`src/rtl/core/sdsf_pkg.sv`:
```
// ----------------------------------------------------------------------------
// sdsf_pkg
// shared widths, codes, segment tables and controller interface types
// ----------------------------------------------------------------------------
`default_nettype none

package sdsf_pkg;

    localparam int MAX_DIGITS  = 8;
    localparam int IDX_W       = 3;
    localparam int COUNT_W     = 4;
    localparam int VALUE_W     = 32;
    localparam int DEC_W       = 3;
    localparam int SEG_W       = 8;
    localparam int QUOT_W      = 29;

    localparam logic [COUNT_W-1:0] COUNT_RESET = 4'd8;
    localparam logic [COUNT_W-1:0] COUNT_MAX   = 4'd8;
    localparam logic [COUNT_W-1:0] COUNT_MIN   = 4'd1;

    localparam logic [SEG_W-1:0] SEG_BLANK = 8'h00;
    localparam logic [SEG_W-1:0] SEG_MINUS = 8'h01;
    localparam logic [SEG_W-1:0] SEG_POINT = 8'h80;

    // divide by ten: q = (x * RECIP) >> 35, exact for all 32-bit x
    localparam logic [VALUE_W-1:0] RECIP = 32'hCCCC_CCCD;

    typedef enum logic [1:0] {
        STATUS_OK    = 2'd0,
        STATUS_RANGE = 2'd1,
        STATUS_POINT = 2'd2
    } status_code_t;

    typedef struct packed {
        logic load;
        logic out_err;
        logic init_ext;
        logic mul;
        logic div;
        logic first_out;
        logic next_out;
    } sdsf_cmd_t;

    typedef struct packed {
        logic range_err;
        logic point_err;
        logic pos_zero;
        logic out_last;
    } sdsf_sts_t;

    function automatic logic [SEG_W-1:0] seg_of_digit(input logic [3:0] d);
        logic [SEG_W-1:0] s;
        case (d)
            4'd0: s = 8'h7E;
            4'd1: s = 8'h30;
            4'd2: s = 8'h6D;
            4'd3: s = 8'h79;
            4'd4: s = 8'h33;
            4'd5: s = 8'h5B;
            4'd6: s = 8'h5F;
            4'd7: s = 8'h70;
            4'd8: s = 8'h7F;
            4'd9: s = 8'h7B;
            default: s = SEG_BLANK;
        endcase
        return s;
    endfunction

    function automatic logic [VALUE_W-1:0] pow10_minus1(input logic [COUNT_W-1:0] k);
        logic [VALUE_W-1:0] v;
        case (k)
            4'd0: v = 32'd0;
            4'd1: v = 32'd9;
            4'd2: v = 32'd99;
            4'd3: v = 32'd999;
            4'd4: v = 32'd9999;
            4'd5: v = 32'd99999;
            4'd6: v = 32'd999999;
            4'd7: v = 32'd9999999;
            4'd8: v = 32'd99999999;
            default: v = 32'd99999999;
        endcase
        return v;
    endfunction

endpackage

`default_nettype wire

```
`src/rtl/core/sdsf_datapath.sv`:
```
// ----------------------------------------------------------------------------
// sdsf_datapath
// magnitude, range check, divide-by-ten digit extraction and segment output
// ----------------------------------------------------------------------------
`default_nettype none

module sdsf_datapath (
    input  wire logic                              aclk,
    input  wire logic                              aresetn,
    input  wire logic                              cfg_wr_en,
    input  wire logic [sdsf_pkg::COUNT_W-1:0]      cfg_wr_data,
    input  wire logic [sdsf_pkg::VALUE_W-1:0]      in_value,
    input  wire logic [sdsf_pkg::DEC_W-1:0]        in_dec,
    input  wire logic                              in_point,
    input  wire sdsf_pkg::sdsf_cmd_t               cmd,
    output sdsf_pkg::sdsf_sts_t                    sts,
    output logic [sdsf_pkg::COUNT_W-1:0]           out_addr,
    output logic [sdsf_pkg::SEG_W-1:0]             out_seg,
    output sdsf_pkg::status_code_t                 out_status,
    output logic                                   out_last
);

    logic [sdsf_pkg::COUNT_W-1:0] digit_count_reg;
    logic [sdsf_pkg::VALUE_W-1:0] mag_reg;
    logic                         neg_reg;
    logic [sdsf_pkg::DEC_W-1:0]   dec_reg;
    logic                         point_reg;
    logic [sdsf_pkg::QUOT_W-1:0]  q_reg;
    logic [sdsf_pkg::IDX_W-1:0]   pos_reg;
    logic [sdsf_pkg::IDX_W-1:0]   lead_reg;
    logic                         any_nz_reg;
    logic [sdsf_pkg::IDX_W-1:0]   idx_reg;
    logic [3:0]                   dig_reg [sdsf_pkg::MAX_DIGITS];

    logic [sdsf_pkg::COUNT_W-1:0] n_eff;
    logic [sdsf_pkg::COUNT_W-1:0] n_eff_m1;
    logic [sdsf_pkg::IDX_W-1:0]   last_pos;
    logic [sdsf_pkg::VALUE_W-1:0] limit;
    logic [63:0]                  prod_full;
    logic [sdsf_pkg::VALUE_W-1:0] q_ext;
    logic [sdsf_pkg::VALUE_W-1:0] q_times10;
    logic [sdsf_pkg::VALUE_W-1:0] rem;
    logic [3:0]                   digit;
    logic [sdsf_pkg::IDX_W-1:0]   out_idx;
    logic [sdsf_pkg::IDX_W-1:0]   minus_pos;
    logic [sdsf_pkg::IDX_W-1:0]   point_pos;
    logic [sdsf_pkg::SEG_W-1:0]   seg_next;

    always_ff @(posedge aclk) begin
        if (!aresetn) begin
            digit_count_reg <= sdsf_pkg::COUNT_RESET;
        end else if (cfg_wr_en) begin
            digit_count_reg <= cfg_wr_data;
        end
    end

    always_comb begin
        if (digit_count_reg < sdsf_pkg::COUNT_MIN) begin
            n_eff = sdsf_pkg::COUNT_MIN;
        end else if (digit_count_reg > sdsf_pkg::COUNT_MAX) begin
            n_eff = sdsf_pkg::COUNT_MAX;
        end else begin
            n_eff = digit_count_reg;
        end
    end

    assign n_eff_m1 = n_eff - 4'd1;
    assign last_pos = n_eff_m1[sdsf_pkg::IDX_W-1:0];

    assign limit = neg_reg ? sdsf_pkg::pow10_minus1(n_eff_m1) : sdsf_pkg::pow10_minus1(n_eff);

    assign sts.range_err = (mag_reg > limit);
    assign sts.point_err = point_reg && ({1'b0, dec_reg} > n_eff_m1);
    assign sts.pos_zero  = (pos_reg == '0);
    assign sts.out_last  = out_last;

    assign prod_full = 64'(mag_reg) * 64'(sdsf_pkg::RECIP);
    assign q_ext     = {3'b000, q_reg};
    assign q_times10 = (q_ext << 3) + (q_ext << 1);
    assign rem       = mag_reg - q_times10;
    assign digit     = rem[3:0];

    // extraction: mul and div alternate, one digit per pair, rightmost first
    always_ff @(posedge aclk) begin
        if (cmd.load) begin
            mag_reg   <= in_value[sdsf_pkg::VALUE_W-1] ? (32'd0 - in_value) : in_value;
            neg_reg   <= in_value[sdsf_pkg::VALUE_W-1];
            dec_reg   <= in_dec;
            point_reg <= in_point;
        end else if (cmd.div) begin
            mag_reg <= q_ext;
        end

        if (cmd.mul) begin
            q_reg <= prod_full[63:35];
        end

        if (cmd.init_ext) begin
            pos_reg    <= last_pos;
            lead_reg   <= '0;
            any_nz_reg <= 1'b0;
        end else if (cmd.div) begin
            dig_reg[pos_reg] <= digit;
            pos_reg          <= pos_reg - 3'd1;
            if (digit != 4'd0) begin
                lead_reg   <= pos_reg;
                any_nz_reg <= 1'b1;
            end
        end
    end

    // segment pattern for the selected digit position
    assign out_idx   = cmd.next_out ? (idx_reg + 3'd1) : '0;
    assign minus_pos = (lead_reg == '0) ? '0 : (lead_reg - 3'd1);
    assign point_pos = last_pos - dec_reg;

    always_comb begin
        if (any_nz_reg) begin
            if (neg_reg && (out_idx == minus_pos)) begin
                seg_next = sdsf_pkg::SEG_MINUS;
            end else if (out_idx < lead_reg) begin
                seg_next = sdsf_pkg::SEG_BLANK;
            end else begin
                seg_next = sdsf_pkg::seg_of_digit(dig_reg[out_idx]);
            end
        end else if (out_idx == last_pos) begin
            seg_next = sdsf_pkg::seg_of_digit(4'd0);
        end else begin
            seg_next = sdsf_pkg::SEG_BLANK;
        end
        if (point_reg && (out_idx == point_pos)) begin
            seg_next = seg_next | sdsf_pkg::SEG_POINT;
        end
    end

    always_ff @(posedge aclk) begin
        if (cmd.out_err) begin
            out_addr   <= '0;
            out_seg    <= sdsf_pkg::SEG_BLANK;
            out_status <= sts.range_err ? sdsf_pkg::STATUS_RANGE : sdsf_pkg::STATUS_POINT;
            out_last   <= 1'b1;
        end else if (cmd.first_out || cmd.next_out) begin
            idx_reg    <= out_idx;
            out_addr   <= {1'b0, out_idx} + 4'd1;
            out_seg    <= seg_next;
            out_status <= sdsf_pkg::STATUS_OK;
            out_last   <= (out_idx == last_pos);
        end
    end

endmodule

`default_nettype wire

```
`src/rtl/core/sdsf_ctrl.sv`:
```
// ----------------------------------------------------------------------------
// sdsf_ctrl
// sequencer for check, digit extraction and per-digit result transfer
// ----------------------------------------------------------------------------
`default_nettype none

module sdsf_ctrl (
    input  wire logic                aclk,
    input  wire logic                aresetn,
    input  wire logic                s_valid,
    output logic                     s_ready,
    output logic                     m_valid,
    input  wire logic                m_ready,
    output sdsf_pkg::sdsf_cmd_t      cmd,
    input  wire sdsf_pkg::sdsf_sts_t sts
);

    typedef enum logic [5:0] {
        ST_IDLE  = 6'b000001,
        ST_CHECK = 6'b000010,
        ST_MUL   = 6'b000100,
        ST_DIV   = 6'b001000,
        ST_SHOW  = 6'b010000,
        ST_WAIT  = 6'b100000
    } state_t;

    state_t state_reg;
    state_t state_next;

    always_ff @(posedge aclk) begin
        if (!aresetn) begin
            state_reg <= ST_IDLE;
        end else begin
            state_reg <= state_next;
        end
    end

    always_comb begin
        state_next = state_reg;
        cmd        = '0;
        s_ready    = 1'b0;
        m_valid    = 1'b0;
        case (state_reg)
            ST_IDLE: begin
                s_ready = aresetn;
                if (s_valid && aresetn) begin
                    cmd.load   = 1'b1;
                    state_next = ST_CHECK;
                end
            end
            ST_CHECK: begin
                if (sts.range_err || sts.point_err) begin
                    cmd.out_err = 1'b1;
                    state_next  = ST_WAIT;
                end else begin
                    cmd.init_ext = 1'b1;
                    state_next   = ST_MUL;
                end
            end
            ST_MUL: begin
                cmd.mul    = 1'b1;
                state_next = ST_DIV;
            end
            ST_DIV: begin
                cmd.div    = 1'b1;
                state_next = sts.pos_zero ? ST_SHOW : ST_MUL;
            end
            ST_SHOW: begin
                cmd.first_out = 1'b1;
                state_next    = ST_WAIT;
            end
            ST_WAIT: begin
                m_valid = 1'b1;
                if (m_ready) begin
                    if (sts.out_last) begin
                        state_next = ST_IDLE;
                    end else begin
                        cmd.next_out = 1'b1;
                    end
                end
            end
            default: begin
                state_next = ST_IDLE;
            end
        endcase
    end

endmodule

`default_nettype wire

```
`src/rtl/core/signed_decimal_segment_formatter_unit.sv`:
```
// order: the input is checked; an error result is registered straight from the check, else
//   digits are extracted by alternating mul and div steps before the first result is registered
// one input at a time: the next is taken only after the last result transaction, as the shared
//   divide-by-ten multiplier serves every digit and each digit gives one result transaction
// reset: aresetn synchronous active low; digit count returns to 8, no transaction pending
// ----------------------------------------------------------------------------
// signed decimal segment formatter
// signed value to per-digit seven-segment writes with sign, blanking and point
// ----------------------------------------------------------------------------
`default_nettype none

module signed_decimal_segment_formatter_unit (
    input  wire logic        aclk,
    input  wire logic        aresetn,
    input  wire logic        cfg_wr_en,
    input  wire logic [3:0]  cfg_wr_data,    // digit_count
    input  wire logic        s_tvalid,
    output logic             s_tready,
    input  wire logic [39:0] s_tdata,        // value[31:0], decimal_places[34:32], zero pad
    input  wire logic [0:0]  s_tuser,        // point_on[0]
    output logic             m_tvalid,
    input  wire logic        m_tready,
    output logic [15:0]      m_tdata,        // digit_address[3:0], segment_byte[11:4], zero pad
    output logic [1:0]       m_tuser,        // status[1:0]
    output logic             m_tlast
);

    sdsf_pkg::sdsf_cmd_t    cmd;
    sdsf_pkg::sdsf_sts_t    sts;
    logic [3:0]             out_addr;
    logic [7:0]             out_seg;
    sdsf_pkg::status_code_t out_status;
    logic                   out_last;

    sdsf_ctrl u_ctrl (
        .aclk    (aclk),
        .aresetn (aresetn),
        .s_valid (s_tvalid),
        .s_ready (s_tready),
        .m_valid (m_tvalid),
        .m_ready (m_tready),
        .cmd     (cmd),
        .sts     (sts)
    );

    sdsf_datapath u_datapath (
        .aclk        (aclk),
        .aresetn     (aresetn),
        .cfg_wr_en   (cfg_wr_en),
        .cfg_wr_data (cfg_wr_data),
        .in_value    (s_tdata[31:0]),
        .in_dec      (s_tdata[34:32]),
        .in_point    (s_tuser[0]),
        .cmd         (cmd),
        .sts         (sts),
        .out_addr    (out_addr),
        .out_seg     (out_seg),
        .out_status  (out_status),
        .out_last    (out_last)
    );

    assign m_tdata = {4'b0000, out_seg, out_addr};
    assign m_tuser = out_status;
    assign m_tlast = out_last;

endmodule

`default_nettype wire

```
`config.mk`:
```
export PLATFORM = sky130hd
export DESIGN_NAME = signed_decimal_segment_formatter_unit
export DESIGN_NICKNAME = d
export VERILOG_FILES = /design/src/rtl/core/sdsf_pkg.sv /design/src/rtl/core/sdsf_datapath.sv /design/src/rtl/core/sdsf_ctrl.sv /design/src/rtl/core/signed_decimal_segment_formatter_unit.sv
export SDC_FILE = /design/constraint.sdc
export NUM_CORES = 1
export LEC_CHECK = 0
export ABC_AREA = 1
export BUFFER_PORTS_ARGS = -buffer_cell sky130_fd_sc_hd__buf_2
export CAP_MARGIN = 20
export CORE_MARGIN = 2
export CORE_UTILIZATION = 45
export CTS_CLUSTER_DIAMETER = 80
export DETAILED_ROUTE_END_ITERATION = 6
export HOLD_SLACK_MARGIN = 0.08
export MAX_ROUTING_LAYER = met4
export PLACE_DENSITY = 0.63
export SYNTH_ARGS = -nofsm -noshare
export SYNTH_HDL_FRONTEND = slang
export SYNTH_SLANG_ARGS = --single-unit
```
`constraint.sdc`:
```
create_clock -name aclk -period 10.1 [get_ports aclk]
set_input_delay 1.515 -clock aclk [delete_from_list [all_inputs] [get_ports aclk]]
set_output_delay 1.515 -clock aclk [all_outputs]
set_load 0.01 [all_outputs]
```
Word-level counts from Yosys, hierarchy flattened
Memory sizes are Yosys's and may differ from the RTL's.
Cells that the tools add are included.
{"block": "classes", "n_reduce_logical": 15, "mul": 1, "n_lt_le_gt_ge": 5, "n_eq_ne": 12, "mux": 40, "n_bitwise": 1, "add_sub_neg": 9}
{"cell": "$mux 32", "n": 4}
{"cell": "$mul 32x32->64 const B", "n": 1}
{"cell": "$pmux 6 s6", "n": 1}
{"cell": "$gt 32x32->1", "n": 1}
{"cell": "$mux 8", "n": 4}
{"cell": "$sub 1x32->32 const A", "n": 1}
{"cell": "$mux 6", "n": 4}
{"cell": "$mux 1", "n": 15}
{"cell": "$mux 3", "n": 4}
{"cell": "$eq 3x3->1", "n": 3}
{"cell": "$mux 2", "n": 4}
{"cell": "$mux 4", "n": 2}
{"cell": "$mux 7", "n": 1}
{"cell": "$eq 6x1->1 const B", "n": 1}
{"cell": "$eq 6x2->1 const B", "n": 1}
{"cell": "$eq 6x3->1 const B", "n": 1}
{"cell": "$eq 6x4->1 const B", "n": 1}
{"cell": "$eq 6x5->1 const B", "n": 1}
{"cell": "$eq 6x6->1 const B", "n": 1}
{"cell": "$logic_not 3->1", "n": 2}
{"cell": "$reduce_bool 2->1", "n": 3}
{"cell": "$sub 3x1->3 const B", "n": 2}
{"cell": "$mux 5", "n": 1}
{"cell": "$add 3x1->4 const B", "n": 1}
{"cell": "other kinds (17)", "n": 23}
{"block": "word_totals", "reg_bits": 101, "in_bits": 50, "word_cells": 102, "romBits": 912, "mem_bits_rw": 32, "out_inout_bits": 21, "n_memories": 4}
{"name": "(name not given)", "words": 16, "width": 25, "rd": 1, "rd_clocked_by_memory_dff": 0, "write_ports": 0, "line": "sdsf_pkg.sv:71", "source": "case (k)"}
{"name": "(name not given)", "words": 16, "width": 25, "rd": 1, "rd_clocked_by_memory_dff": 0, "write_ports": 0, "line": "sdsf_pkg.sv:71"}
{"name": "(name not given)", "words": 16, "width": 7, "rd": 1, "rd_clocked_by_memory_dff": 0, "write_ports": 0, "line": "sdsf_pkg.sv:53", "source": "case (d)"}
{"name": "u_datapath.dig_reg", "words": 8, "width": 4, "rd": 1, "rd_clocked_by_memory_dff": 0, "write_ports": 1, "line": "sdsf_datapath.sv:33", "source": "logic [3:0] dig_reg [sdsf_pkg::MAX_DIGITS];"}

Longest topological paths before layout
Gate-level depths: netlist of run 1.
An unclocked memory read counts as a cell.
{"block": "depth", "depth_word": 12, "depth_mapped": 31, "ltp_nobuf": 30}

Hierarchy
Synthesis of run 1 repeated with hierarchy kept, for this count alone.
{"block": "unflattened", "cells_unflattened": 3237, "hier_area_um2": 26680.6}
{"mod": "sdsf_datapath", "instances": 1, "seq_area_each_um2": 3603.5, "area_each_um2": 26241.4, "cells_each": 3168}
{"mod": "sdsf_ctrl", "instances": 1, "seq_area_each_um2": 120.1, "area_each_um2": 405.4, "cells_each": 64}
{"mod": "signed_decimal_segment_formatter_unit", "instances": 1, "seq_area_each_um2": 0.0, "area_each_um2": 33.8, "cells_each": 5}

Worst setup path before layout of run 1
OpenSTA, ideal clock, no wires.
{"block": "synth_timing", "path_type": "register -> register", "start": "register u_datapath.mag_reg[6] (netlist name)", "end": "register u_datapath.q_reg[2] (netlist name) (data pin)", "stages_incl_launch_ff": 26, "synth_period_minus_slack_ns": 6.293, "required_ns": 9.839, "setup_ns": 0.261, "setup_slack_ns": 3.807, "t_arrival_ns": 6.032, "path_buffers": 1, "path_cell_list": "edfxtp_1 -> ha_1 -> clkbuf_1 -> xor2_1 -> ha_1 -> o21bai_1 -> fa_1 -> inv_1 -> fa_1 -> inv_1 -> fa_1 -> fa_1 -> fa_1 -> inv_1 -> fa_1 -> inv_1 -> ha_1 -> nand2_1 -> inv_1 -> a21oi_1 -> a21boi_0 -> o21ai_0 -> a21o_1 -> nand2_1 -> nand2_1 -> xor2_1"}
{"block": "synth_via", "elab_chain_cells": 1}
{"item": "start: declaration", "line": "sdsf_datapath.sv:24", "source": "logic [sdsf_pkg::VALUE_W-1:0] mag_reg;"}
{"item": "start signal: assignment", "line": "sdsf_datapath.sv:86", "source": "mag_reg <= in_value[sdsf_pkg::VALUE_W-1] ? (32'd0 - in_value) : in_value;"}
{"item": "start signal: assignment", "line": "sdsf_datapath.sv:91", "source": "mag_reg <= q_ext;"}
{"item": "$mul 32x32->64", "line": "sdsf_datapath.sv:77", "source": "assign prod_full = 64'(mag_reg) * 64'(sdsf_pkg::RECIP);"}
{"item": "net u_datapath.prod_full[37]", "line": "sdsf_datapath.sv:39", "source": "logic [63:0] prod_full;"}
{"item": "end signal: assignment", "line": "sdsf_datapath.sv:95", "source": "q_reg <= prod_full[63:35];"}
{"item": "end: declaration", "line": "sdsf_datapath.sv:28", "source": "logic [sdsf_pkg::QUOT_W-1:0] q_reg;"}
The timed path passes the listed nets, and every way through them passes these cells.
A chain may end at the register's enable or synchronous reset.

Final worst setup path of run 1
{"block": "layout_timing", "start": "register u_datapath.mag_reg[13] (netlist name)", "end": "register u_datapath.q_reg[23] (netlist name) (data pin)"}
Same word-level chain as after synthesis.

==> metrics.yaml, run 1 <==
cells_and_area:
  area_growth_syn_to_layout_pct: 6.743
  stdcell_area_um2: 27970
  layout-drive-gt1-share: 0.04321
  nets: 3956
synthesis:
  ys_seq_area_frac: 0.1421
  synthesis.area_per_instance_um2: 8.590
  mappedNetlistArea_um2: 26200
  synthesis.yosys.warnings: 0
  yosys_register_bits: 133
  unique_cell_type_count_in_the_yosys_netlist: 55
  syn_inst: 3050
job:
  cap_viol_max_count: 0
cts:
  hold_buffers: 0
  clk_slew_on_worst_s_h_paths_ns: 0.06
  tritoncts_clock_tree: "done"
  cts_root_buffer: "sky130_fd_sc_hd__clkbuf_16"
  ctsLongestPathBuffers: 2
  cts_resized: 0
  cts_made_buffers: 17
  worst_skew_pair_latency_ns: 0.42
  cts_sinks: 133
  postCtsSetupRepairBufs: 0
  cts_htree_levels: 4
timing:
  grt_setup_unrepaired: "false"
  timing.final.hold_violations: 0
  finalSetupViolCount: 0
  finalWorstPathRequiredPeriod_ns: 7.654
  final.period_utilization: 0.7578
  setup_tns_ns: 0
  final_max_slew_viol_count: 0
  worstMarginPinSlew_ns: 0.9817
  clock.fmax_mhz: 130.7
  relSlewSlack: 0.3408
  finClkSkew_ns: 0.01491
die:
  coreArea_um2: 57590
  die_height_um: 245.3
  die_x_um: 245.3
  rows: 88
  initial_utilization: 0.4550
  io-pin-count: 71
  die-area_um2: 60170
placed_design:
  gp_congestion: 0.9970
  dpl_hpwl_mm: 67.32
  placed_cell_area_um2: 27360
  port-buffer-count: 61
drt:
  detailroute.via_count: 20040
  firstDrtPassIters: 7
  post-route-drc-count: 0
  ant_nets: 0
  viasPerCell: 5.150
  wl_per_cell_um: 20.03
  totalWireLength_mm: 77.94
  drt_first_iter_violations: 1603
critical_path:
  worst-endpoint-arrival_ns: 7.82
  path_max_fanout: 6
  critical_path.endpoint_type: "flip-flop"
  setup.worst_path.start_class: "flip-flop"
  path_class: "flip-flop to flip-flop"
  required_ns: 10.27
grt:
  grt_first_pass_wirelength_mm: 120.4
  first_global_vias: 20520
  total_track_usage: 0.2767
  maximum_number_of_pins_on_one_net_before_global_route_repair: 52
  antenna_found_initial: 1
  globalRouteOverflowTotal: 0
run_status:
  run_status: "complete, no violations"
min_path:
  min_path_type: "flip-flop to flip-flop"
[routing by layer]
| layer | share of wire | GRT usage |
|---|---|---|
| met1 | 0.44 | 0.3779 |
| met2 | 0.45 | 0.4357 |
| met3 | 0.064 | 0.02739 |
| met4 | 0.037 | 0.08555 |
| met5 | 0 | - |
[cell usage after synthesis (all sizes together)]
library cell / number / area share
xnor2: 30 / 0.010
or2: 7 / 0.0017
o21bai: 19 / 0.0054
a21oi: 114 / 0.022
nor3b: 1 / 0.00048
nor3: 27 / 0.0053
o22ai: 3 / 0.00072
and2: 1 / 0.00024
nand4: 31 / 0.0074
a21o: 21 / 0.0060
nand2: 387 / 0.056
edfxtp: 106 / 0.12
ha: 408 / 0.19
nor4: 10 / 0.0024
a32o: 1 / 0.00038
o31ai: 7 / 0.0022
o32ai: 1 / 0.00033
nand3b: 6 / 0.0017
a31oi: 20 / 0.0048
o21ai: 112 / 0.021
dfxtp: 27 / 0.021
and3: 3 / 0.00072
fa: 387 / 0.30
inv: 864 / 0.12
o21a: 6 / 0.0017
xor2: 70 / 0.023
a31o: 1 / 0.00033
nand3: 101 / 0.021
clkbuf: 18 / 0.0026
a21boi: 7 / 0.0020
o2111ai: 3 / 0.0010
a211oi: 1 / 0.00029
buf: 11 / 0.0037
o221ai: 2 / 0.00067
nor2: 223 / 0.034
o211ai: 9 / 0.0026
o311ai: 1 / 0.00033
conb: 1 / 0.00014
clkinv: 3 / 0.00043
[area by class of cell]
| class | instances | area, um2 |
|---|---|---|
| well taps | 765 | 957.2 |
| fillers | 5572 | 29620 |
| multi-input cells | 2024 | 19070 |
| clock buffers | 24 | 545.5 |
| inverters | 867 | 3254 |
| flip-flops and latches | 133 | 3724 |
| clock inverters | 8 | 55.05 |
| repair buffers | 68 | 357.8 |
| diodes | 2 | 5.005 |
[through the flow]
| step | setup slack [ns] | hold WS, ns | utilization | std cells |
|---|---|---|---|---|
| floorplan | 3.807 | 0.4627 | - | 3053 |
| global placement | 2.600 | 0.4510 | 0.4751 | 3857 |
| detailed placement | 2.577 | 0.4568 | 0.4751 | 3857 |
| CTS | 2.536 | 0.4660 | 0.4856 | 3889 |
| global route | 2.124 | 0.4893 | 0.4856 | 3890 |
| finish | 2.446 | 0.4627 | 0.4857 | 3891 |
[cell families after synthesis]
group | count (synthesis) | share of synthesized area
AO/OA/AOI/OAI | 328 | 0.07197
XOR/XNOR | 100 | 0.03343
adder cells (fa/ha/maj) | 795 | 0.4905
buffers and inverters | 896 | 0.1305
flip-flops | 133 | 0.1421
other | 1 | 0.0001431
AND/OR/NAND/NOR | 797 | 0.1313
[critical path: stages, from the launching register on]
cell and delay, ns:
sky130_fd_sc_hd__edfxtp_1 0.77, sky130_fd_sc_hd__ha_1 0.49, sky130_fd_sc_hd__inv_1 0.23, sky130_fd_sc_hd__fa_1 0.55
sky130_fd_sc_hd__inv_1 0.05, sky130_fd_sc_hd__fa_1 0.50, sky130_fd_sc_hd__inv_1 0.05, sky130_fd_sc_hd__fa_1 0.49
sky130_fd_sc_hd__inv_1 0.05, sky130_fd_sc_hd__fa_1 0.56, sky130_fd_sc_hd__fa_1 0.46, sky130_fd_sc_hd__fa_1 0.55
sky130_fd_sc_hd__inv_1 0.08, sky130_fd_sc_hd__fa_1 0.56, sky130_fd_sc_hd__inv_1 0.05, sky130_fd_sc_hd__ha_1 0.32
sky130_fd_sc_hd__nand2_1 0.10, sky130_fd_sc_hd__nor2_1 0.17, sky130_fd_sc_hd__inv_1 0.09, sky130_fd_sc_hd__nor4_1 0.42
sky130_fd_sc_hd__o211ai_1 0.23, sky130_fd_sc_hd__nand4_1 0.27, sky130_fd_sc_hd__nand2_1 0.17, sky130_fd_sc_hd__nand3_1 0.10
sky130_fd_sc_hd__nand2_1 0.06
[worst paths after layout]
path                                             start                endpoint  slack (ns)  depth (start not counted)
worst max register to register  u_datapath.mag_reg[13]    u_datapath.q_reg[23]        2.45                         24
worst min-delay path            u_datapath.out_addr[2]  u_datapath.out_addr[2]        0.46                          2
worst max-delay path            u_datapath.mag_reg[13]    u_datapath.q_reg[23]        2.45                         24
worst min register to register  u_datapath.out_addr[2]  u_datapath.out_addr[2]        0.46                          2
[layout by cell type, fill, tap and decap left out, types with 7 or more instances in the layout]
| cell type | Yosys | final |
|---|---|---|
| sky130_fd_sc_hd__xnor2_1 | 30 | 30 |
| sky130_fd_sc_hd__nand3_1 | 94 | 94 |
| sky130_fd_sc_hd__fa_1 | 387 | 387 |
| sky130_fd_sc_hd__nand2_1 | 380 | 380 |
| sky130_fd_sc_hd__nor3_1 | 26 | 26 |
| sky130_fd_sc_hd__nor4_1 | 10 | 10 |
| sky130_fd_sc_hd__edfxtp_1 | 106 | 106 |
| sky130_fd_sc_hd__nand4_1 | 31 | 31 |
| sky130_fd_sc_hd__o211ai_1 | 9 | 9 |
| sky130_fd_sc_hd__xor2_1 | 70 | 70 |
| sky130_fd_sc_hd__clkbuf_16 | 0 | 20 |
| sky130_fd_sc_hd__a21o_1 | 21 | 21 |
| sky130_fd_sc_hd__o21ai_0 | 106 | 106 |
| sky130_fd_sc_hd__buf_2 | 2 | 61 |
| sky130_fd_sc_hd__a31oi_1 | 20 | 20 |
| sky130_fd_sc_hd__o21bai_1 | 19 | 19 |
| sky130_fd_sc_hd__a21oi_1 | 114 | 114 |
| sky130_fd_sc_hd__nor2_1 | 216 | 216 |
| sky130_fd_sc_hd__inv_1 | 860 | 860 |
| sky130_fd_sc_hd__ha_1 | 408 | 408 |
| sky130_fd_sc_hd__or2_2 | 7 | 7 |
| sky130_fd_sc_hd__buf_4 | 5 | 7 |
| sky130_fd_sc_hd__dfxtp_1 | 27 | 27 |
Power of run 1 is left out: the tool's default activity adds up to more than one toggle a clock period on the data nets, which glitch-free logic cannot reach.
==> run 2, diff against run 1 <==
Clock period 10.1 ns to 7.28 ns, I/O delays scaled along.
==> run 2 against run 1 <==
Effect of this change:
- clock skew down 0.0014 ns
- global-route usage up 1.1 points
- hold slack about the same
- critical path depth down 1
- clock-buffer cell count down 6
- fmax up 8.6%
- via count up 1.4%
- setup slack worse by 2.2 ns
- non-clock buffer count up 114
- critical endpoint is now u_datapath.q_reg[26]
==> metrics.yaml, run 2 (same netlist as run 1, synthesis figures left out) <==
run_status:
  run_status: "complete, no violations"
grt:
  globalRouteOverflowTotal: 0  # unchanged
  grt_first_pass_wirelength_mm: 124.0  # +3.0%
  maximum_number_of_pins_on_one_net_before_global_route_repair: 52  # unchanged
  antenna_found_initial: 0  # -1
  total_track_usage: 0.2875  # +0.01080
  first_global_vias: 20960  # +2.2%
critical_path:
  setup.worst_path.start_class: "flip-flop"
  path_class: "flip-flop to flip-flop"
  crit_chain: "ha_2 > ha_1 > fa_1 > inv_1 > fa_1 > inv_1 > fa_1 > inv_1 > fa_1 > inv_1 > fa_1 > inv_1 > fa_1 > inv_1 > ha_1 > nand2_1 > o21ai_0 > a21oi_1 > o21ai_0 > a21o_1 > nand3_1 > nand3_1 > nand2_1"
  worst-endpoint-arrival_ns: 7.25  # -0.57 ns
  library_cell_contributing_the_largest_single_delay_on_the_critical_path: "sky130_fd_sc_hd__edfxtp_1"
  required_ns: 7.48  # -2.79 ns
  critical_path.endpoint_type: "flip-flop"
  path_max_fanout: 4  # -2
  worst_path_max_stage_delay_ns: 0.66  # -0.11 ns
drt:
  post-route-drc-count: 0  # unchanged
  drt_first_iter_violations: 1436  # -10%
  viasPerCell: 5.075  # -1.4%
  detailroute.via_count: 20320  # +1.4%
  firstDrtPassIters: 7  # unchanged
  wl_per_cell_um: 20.13  # +0.48%
  ant_nets: 0  # unchanged
  totalWireLength_mm: 80.57  # +3.4%
placed_design:
  gp_congestion: 1.014  # +1.7%
  port-buffer-count: 61  # unchanged
  dpl_hpwl_mm: 71.59  # +6.3%
cts:
  hold_buffers: 0  # unchanged
  tritoncts_clock_tree: "done"
  ctsLongestPathBuffers: 2  # unchanged
  cts_root_buffer: "sky130_fd_sc_hd__clkbuf_16"
  cts_htree_levels: 4  # unchanged
  cts_made_buffers: 17  # unchanged
  cts_sinks: 133  # unchanged
  worst_skew_pair_latency_ns: 0.45  # +0.03 ns
  clk_slew_on_worst_s_h_paths_ns: 0.07  # about the same
cells_and_area:
  n_fill_cell: 5593  # +0.38%
  n_antenna_cell: 0  # -2
  area_growth_syn_to_layout_pct: 10.20
  nets: 4070  # +2.9%
  multiInputGateArea_um2: 19090  # about the same
  ff_latch_area_um2: 3724  # unchanged
  layout-drive-gt1-share: 0.07875  # +0.03554
  final_common_cell: "sky130_fd_sc_hd__inv_1"
  layout.cells.most_common_list: "860 x sky130_fd_sc_hd__inv_1, 403 x sky130_fd_sc_hd__ha_1, 387 x sky130_fd_sc_hd__fa_1"
timing:
  finalSetupViolCount: 0  # unchanged
  worstMarginPinSlew_ns: 0.8676  # -0.1141 ns
  finClkSkew_ns: 0.01349  # -0.001413 ns
  timing.final.hold_violations: 0  # unchanged
  final_max_slew_viol_count: 0  # unchanged
  finalWorstPathRequiredPeriod_ns: 7.051  # -0.6035 ns
  grt_setup_unrepaired: "false"
  setup_tns_ns: 0  # unchanged
  final.period_utilization: 0.9685  # +0.2107
  relSlewSlack: 0.4162  # +0.07540
  clock.fmax_mhz: 141.8  # +8.6%
min_path:
  min_path_type: "flip-flop to flip-flop"
die:
  coreArea_um2: 57590  # unchanged
  rows: 88  # unchanged
  die_height_um: 245.3  # unchanged
  initial_utilization: 0.4550  # unchanged
  io-pin-count: 71  # unchanged
  die_x_um: 245.3  # unchanged
  die-area_um2: 60170  # unchanged
job:
  cap_viol_max_count: 0  # unchanged
-- run 2: cell type report --
cell class / instances / share of cell area
tap: 765 / 0.03315
timing repair buffer: 182 / 0.04273
multi-input combinational: 2024 / 0.6611
inverter: 867 / 0.1127
sequential: 133 / 0.1290
clock buffer: 18 / 0.01486
clock inverter: 14 / 0.006501
-- run 2: worst paths after layout --
| path | startpoint | endpoint | slack, ns | depth (start not counted) |
|---|---|---|---|---|
| worst max-delay path | u_datapath.mag_reg[16] | u_datapath.q_reg[26] | 0.23 | 23 |
| worst min-delay path | u_datapath.out_addr[1] | u_datapath.out_addr[1] | 0.46 | 2 |
| worst max register to register | u_datapath.mag_reg[16] | u_datapath.q_reg[26] | 0.23 | 23 |
| worst min register to register | u_datapath.out_addr[1] | u_datapath.out_addr[1] | 0.46 | 2 |
-- run 2: metrics by stage --
stage | setup slack (ns) | cells | utilization | cell area (um2) | hold slack (ns)
2_1_floorplan | 0.9870 | 3053 | - | 26210 | 0.4627
3_3_place_gp | 0.2368 | 3967 | 0.4895 | 28190 | 0.4517
3_5_place_dp | 0.1732 | 3967 | 0.4895 | 28190 | 0.4557
4_1_cts | 0.1493 | 3999 | 0.5002 | 28800 | 0.4654
5_1_grt | 0.0007923 | 4003 | 0.5014 | 28870 | 0.4907
6_report | 0.2294 | 4003 | 0.5014 | 28870 | 0.4632
-- run 2: critical path: cells and delay by family (launching register included) --
kind	cells	cell delay (ns)
AOI/OAI and AO/OA	4	0.98
DFF	1	0.66
adders and majority gates	9	4.21
buffers and inverters	6	0.40
and+or+nand+nor	4	0.55
-- run 2: repair_timing --
action | CTS | global route
setup buffers | 0 | 3
endpoints found under the setup margin | 0 | 16
resized for setup | 0 | 8
-- run 2: layer usage --
| layer | vias up | part of all wire | wire length, um | GRT usage |
|---|---|---|---|---|
| met4 | 0 | 0.046 | 3726 | 0.1124 |
| met1 | 9874 | 0.44 | 35530 | 0.3765 |
| met2 | 558 | 0.46 | 37390 | 0.4605 |
| li1 | 9761 | - | - | - |
| met5 | - | 0 | 0 | - |
| met3 | 124 | 0.049 | 3915 | 0.02903 |
Power of run 2 is left out for the same reason.
